--- config.mk ---
export PLATFORM = sky130hd
export DESIGN_NAME = ipalc_ctrl
export DESIGN_NICKNAME = d
export VERILOG_FILES = /design/src/rtl/core/ipalc_pkg.sv /design/src/rtl/core/ipalc_ctrl.sv
export SDC_FILE = /design/constraint.sdc
export NUM_CORES = 1
export LEC_CHECK = 0
export ABC_AREA = 1
export BUFFER_PORTS_ARGS = -buffer_cell sky130_fd_sc_hd__buf_4
export CAP_MARGIN = 30
export CELL_PAD_IN_SITES_DETAIL_PLACEMENT = 2
export CELL_PAD_IN_SITES_GLOBAL_PLACEMENT = 2
export CORE_MARGIN = 1.5
export CORE_UTILIZATION = 18
export DETAILED_ROUTE_END_ITERATION = 10
export PLACE_DENSITY = 0.72
export SLEW_MARGIN = 20
export SYNTH_ARGS = -nofsm -noshare
export SYNTH_HDL_FRONTEND = slang
export SYNTH_SLANG_ARGS = --single-unit
--- constraint.sdc ---
create_clock -name clk -period 1.6 [get_ports clk]
set_input_delay 0.08 -clock clk [delete_from_list [all_inputs] [get_ports clk]]
set_output_delay 0.08 -clock clk [all_outputs]
set_load 0.005 [all_outputs]
--- src/rtl/core/ipalc_pkg.sv ---
// ----------------------------------------------------------------------------
// ipalc_pkg
// Shared types and constants of the IP address allowlist classifier: table
// geometry, protocol numbers, result codes and the controller interface.
// ----------------------------------------------------------------------------
package ipalc_pkg;

    // Candidate table geometry.
    localparam int TABLE_DEPTH = 64;
    localparam int IDX_W       = $clog2(TABLE_DEPTH);
    localparam int CNT_W       = $clog2(TABLE_DEPTH + 1);

    // Packet length limits in bytes.
    localparam logic [15:0] V4_HDR_BYTES     = 16'd20;
    localparam logic [15:0] V6_HDR_BYTES     = 16'd40;
    localparam logic [15:0] MAX_PACKET_BYTES = 16'd2048;

    // Header codes.
    localparam logic [3:0] IP_VERSION_6 = 4'd6;
    localparam logic [7:0] PROTO_TCP    = 8'd6;
    localparam logic [7:0] PROTO_UDP    = 8'd17;
    localparam logic [7:0] PROTO_ICMPV6 = 8'd58;

    // Item function codes.
    localparam logic FUNC_WRITE    = 1'b0;
    localparam logic FUNC_CLASSIFY = 1'b1;

    // Configuration register indexes.
    localparam logic CFG_ENABLED = 1'b0;
    localparam logic CFG_COUNT   = 1'b1;

    typedef enum logic [1:0] {
        ACT_PASS  = 2'd0,
        ACT_DROP  = 2'd1,
        ACT_QUEUE = 2'd2,
        ACT_WRITE = 2'd3
    } action_t;

    typedef enum logic [3:0] {
        CAUSE_MARKED   = 4'd0,
        CAUSE_DISABLED = 4'd1,
        CAUSE_SHORT    = 4'd2,
        CAUSE_ICMPV6   = 4'd3,
        CAUSE_PROTOCOL = 4'd4,
        CAUSE_NOMATCH  = 4'd5,
        CAUSE_OVERSIZE = 4'd6,
        CAUSE_V6TRUNC  = 4'd7,
        CAUSE_QUEUED   = 4'd8,
        CAUSE_WRITE    = 4'd9
    } cause_t;

    // One candidate table entry.
    typedef struct packed {
        logic        is_v6;
        logic [63:0] addr_high;
        logic [63:0] addr_low;
    } entry_t;

    typedef enum logic [1:0] {
        S_IDLE,
        S_EVAL,
        S_SCAN,
        S_RESULT
    } state_t;

    // Commands from the controller to the datapath.
    typedef struct packed {
        logic capture;
        logic write_entry;
        logic scan_start;
        logic scan_run;
        logic load_result;
    } cmd_t;

    // Status from the datapath to the controller.
    typedef struct packed {
        logic is_write;
        logic need_scan;
        logic hit;
        logic scan_done;
        logic out_free;
    } sts_t;

endpackage

--- src/rtl/core/ipalc_ctrl.sv ---
// ----------------------------------------------------------------------------
// ipalc_ctrl
// Sequencer of the classifier: accepts one transaction, evaluates it, runs
// the table scan when needed and hands the result to the output register.
// ----------------------------------------------------------------------------
module ipalc_ctrl (
    input  logic            clk,
    input  logic            rst_n,
    input  logic            in_valid,
    output logic            in_stall,
    input  ipalc_pkg::sts_t sts,
    output ipalc_pkg::cmd_t cmd
);

    ipalc_pkg::state_t state_reg;
    ipalc_pkg::state_t state_next;

    // State register.
    always_ff @(posedge clk or negedge rst_n)
    begin
        if (!rst_n)
        begin
            state_reg <= ipalc_pkg::S_IDLE;
        end
        else
        begin
            state_reg <= state_next;
        end
    end

    // Next state and commands.
    always_comb
    begin
        state_next = state_reg;
        cmd        = '0;
        in_stall   = 1'b1;
        unique case (state_reg)
            ipalc_pkg::S_IDLE:
            begin
                in_stall = 1'b0;
                if (in_valid)
                begin
                    cmd.capture = 1'b1;
                    state_next  = ipalc_pkg::S_EVAL;
                end
            end
            ipalc_pkg::S_EVAL:
            begin
                if (sts.is_write)
                begin
                    cmd.write_entry = 1'b1;
                    state_next      = ipalc_pkg::S_RESULT;
                end
                else if (sts.need_scan)
                begin
                    cmd.scan_start = 1'b1;
                    state_next     = ipalc_pkg::S_SCAN;
                end
                else
                begin
                    state_next = ipalc_pkg::S_RESULT;
                end
            end
            ipalc_pkg::S_SCAN:
            begin
                cmd.scan_run = 1'b1;
                if (sts.hit || sts.scan_done)
                begin
                    state_next = ipalc_pkg::S_RESULT;
                end
            end
            ipalc_pkg::S_RESULT:
            begin
                if (sts.out_free)
                begin
                    cmd.load_result = 1'b1;
                    state_next      = ipalc_pkg::S_IDLE;
                end
            end
            default:
            begin
                state_next = ipalc_pkg::S_IDLE;
            end
        endcase
    end

endmodule

# ---- Yosys cells after proc, flatten, opt, wreduce, memory -nomap -nowiden
# Cells that the tools add are included.
# W data, S select, Z words.
dict set report op_classes {
  n_addsub 0
  n_mul 0
  div_mod_pow 0
  n_lt_le_gt_ge 0
  eq_ne 6
  shifts 0
  muxes 16
  bitwise 0
  n_reduce_logical 3
}
# operator n
set op_table {}
lappend op_table {{$mux W1} 10}
lappend op_table {{$mux W2} 5}
lappend op_table {{$pmux W2 S4} 1}
lappend op_table {{$ne A2 B2 Y1 const B} 3}
lappend op_table {{$eq A2 B2 Y1 const B} 2}
lappend op_table {{$reduce_and A3 Y1} 1}
lappend op_table {{$eq A2 B1 Y1 const B} 1}
lappend op_table {{$logic_not A2 Y1} 1}
lappend op_table {{$logic_or A1 B1 Y1} 1}
dict set report word_totals {
  reg_bits 2
  latchBits 0
  mem_bits_rw 0
  rom_bits 0
  input_bits 8
  output_inout_bits 6
  elab_cells 26
  n_memories 0
}

# ---- Logic depth before layout (Yosys ltp)
dict set report logic_depth {
  word_depth 3
  mapped_depth 7
  mapped_depth_nobuf 7
}

# ---- Worst setup path after synthesis
# Ideal clock, no wire load.
dict set report synth_path {
  path_kind {register -> register}
  from {register state_reg[0]}
  to {register state_reg[0]}
  setup_time_ps 116
  t_arrival_ps 970
  required_time_ps 1484
  path_slack_ps 514
  stages_incl_launch_ff 8
  path_buffers 0
  period_less_slack_ps 1086
  cell_sequence {dfrtp_1 -> inv_1 -> ha_1 -> nand2_2 -> nand3_2 -> inv_2 -> nand2_1 -> nand2_1}
}
dict set report synth_between {
  elab_chain_cells 3
  word_cells_on_any_way 9
  cone_classes {eq/ne (6); mux (1); reduce/logical (2)}
}
# item line
set synth_lines {}
lappend synth_lines {{from (decl)} ipalc_ctrl.sv:15} ;# ipalc_pkg::state_t state_reg;
lappend synth_lines {{from (signal assigned)} ipalc_ctrl.sv:23} ;# state_reg <= ipalc_pkg::S_IDLE;
lappend synth_lines {{from (signal assigned)} ipalc_ctrl.sv:27} ;# state_reg <= state_next;
lappend synth_lines {{$eq A2 B2 Y1 or $logic_not A2 Y1 (tied branches)} ipalc_ctrl.sv:37} ;# unique case (state_reg)
lappend synth_lines {{$ne A2 B2 Y1 (no source line)} -}
lappend synth_lines {{$reduce_and A3 Y1 (no source line)} -}
# Several ways; a longest one is shown, not always the timed one.
# A chain may end at the register's enable or synchronous reset.

==> summary.txt <==
Final setup fails = 0
Synth unique cells = 9
Post-DP HPWL = 545 um
Worst VDD drop = 0.482 mV
Area of the multi-input gates = 153 um^2
FF+latch count, synth = 2
Final count of hold timing violations = 0
Top cell type's share of synthesized area = 25.3%
Post-synthesis sequential area ratio = 20.2%
Syn_nets = 51
Max Cap Viol = 0
Gpl congestion = 0.646
Nets = 70
Synth Flop Type = dfrtp_1
F_max = 762 MHz
Most numerous cell in the Yosys netlist = nand2_1
Vias in the first global route = 231
Buf+Inv Stages, Crit Path = 3
Cell Area, Placed = 364 um^2
Placeable core area = 1280 um^2
Pre-CTS setup slack = 372 ps
Critical Path Max Stage Delay = 410 ps
Crit share post-route = 82.0%
Pint = 0.343 mW
Die Height = 40.1 um
FP Rows = 13
H-tree levels = 1
Initial core utilization = 19.3%
Synth area leaders = ha_1, dfrtp_1, nand2_1, inv_1, nand3_2
Setup TNS = 0 ps
Max-slew headroom = 88.5%
Root Buffer = clkbuf_4
Power Total = 0.607 mW
TritonCTS Sinks = 2
Vias = 280
Slowest CP cell = dfrtp_1
PortBufs = 13
Crit path max-delay family = flip-flops
WL final = 627 um
Clk_lat worst skew = 220 ps
Area Growth Syn to Fin = 60.1%
Synth warn = 0
RSZ-0062 raised after global routing = false
CTS tree = built
Seq. cell area = 50.0 um^2
Critical path capture point type = output pin
Post-synth ARST share = 100%
Worst min path class = primary input to async pin
Post-route cell area = 397 um^2
Reg2Reg Setup Slack = 390 ps
Worst Path Max Fanout = 5
Fillers = 163
IO Pins = 14
Setup WS post-layout = 288 ps
Total track usage = 9.41%
NetSw = 0.264 mW
Sequential Power Share = 19.2%
Clk_skew = 2.44 ps
Initial DRC Count = 3
Commonest cells in the netlist = nand2_1, inv_1, ha_1
Mapped Cells = 38
# Post-CTS Setup Buffers = 0
Switching portion of total power = 43.5%
Critical Path AT = 1230 ps
Worst Tran Pin Value = 172 ps
Die Width = 40.1 um
CP cell instances = inv_1 -> ha_1 -> nand2_1 -> inv_1 -> buf_4
EDFF count, synth = 0
WS Path Type = register to output pin
Max FFs per register = 2
Total Die Area = 1610 um^2
Crit path time final = 1310 ps
Leakage = 0.261 nW
Pwr/cell area = 1530 nW/um^2
Cell area after synthesis = 248 um^2
Drt drc = 0
Syn avg cell area = 6.52 um^2
Ant. Diodes = 0
Worst path most repeated cell = inv_1
CTS buffer count = 3
Initial antenna violation count = 0
Run status = completed
Max clock buf depth = 2
Slew Limit Fails = 0
Layout cells sized above 1 = 38.2%
CP Launch Type = register
First-pass GRT wire length = 972 um
TritonRoute pass-1 iters = 2
Vias/cell = 4.00
Comb pwr share = 62.9%
Clock transition at path regs = 30 ps
GR Overflow Total = 0
Hold buffer count at cts = 1
Synth area leader = ha_1
Wirelength per Cell = 8.96 um
Detail Route Antenna Nets = 0
Clk pwr share = 17.9%
Largest net degree at the start of global routing = 6
PostCTS Resize Cnt = 0
WP data required = 1520 ps
==> power by group through the flow <==
stage	registers [mW]	clock network, mW	logic, mW
after floorplan	0.107	0	0.246
after global placement	0.119	0	0.378
after detailed placement	0.119	0	0.392
after CTS	0.119	0.113	0.398
after global routing	0.127	0.123	0.446
final	0.117	0.108	0.382
==> area by class of cell <==
type / count / share of cell area (%)
clock buffers: 3 / 5.68
inverters: 12 / 11.4
well taps: 15 / 4.73
multi-input cells: 24 / 38.5
repair buffers: 14 / 27.1
flip-flops and latches: 2 / 12.6
==> logic make-up after synthesis <==
logic type                 Yosys count  synth area share (%)
adders and majority gates            5                  25.3
buffers and inverters               12                  18.2
DFF                                  2                  20.2
and+or+nand+nor                     19                  36.4
==> worst reg2reg max path: cells and delay by family (launching register included) <==
| kind | cells | cell delay, ps |
|---|---|---|
| simple gates | 4 | 260 |
| fa+ha+maj | 1 | 220 |
| flops | 1 | 420 |
| buf+inv | 2 | 200 |
==> placed cells by master, fill, tap and decap left out, drive strengths merged <==
master / n
buf: 13
clkbuf: 3
dfrtp: 2
dlygate4sd3: 1
ha: 5
inv: 12
nand2: 14
nand3: 3
nor2: 2
==> routing by layer <==
layer,GRT usage [%],vias to the layer above,wire length [um]
met5,0,-,0
met4,5.17,0,0
met3,3.33,0,48
met2,13.7,10,290
met1,11.9,129,289
li1,-,141,-
==> per-stage QoR <==
stage / std cells / utilization (%) / hold slack, ps
floorplan: 38 / - / -216
global placement: 66 / 28.3 / -137
detailed placement: 66 / 28.3 / -135
CTS: 70 / 30.9 / 176
global route: 70 / 30.9 / 178
finish: 70 / 30.9 / 178
==> path summary, 6_finish.rpt <==
| path | end | depth (start not counted) | from |
|---|---|---|---|
| worst max-delay path | cmd[4] | 5 | state_reg[0] |
| worst min-delay path | state_reg[0] | 2 | rst_n |
| worst max register to register | state_reg[1] | 7 | state_reg[0] |
| worst min register to register | state_reg[1] | 2 | state_reg[1] |
| max in group asynchronous | state_reg[1] | 2 | rst_n |
| min in group clk | state_reg[0] | 6 | sts[2] |
Note: power is estimated with default switching activity, not from simulation.
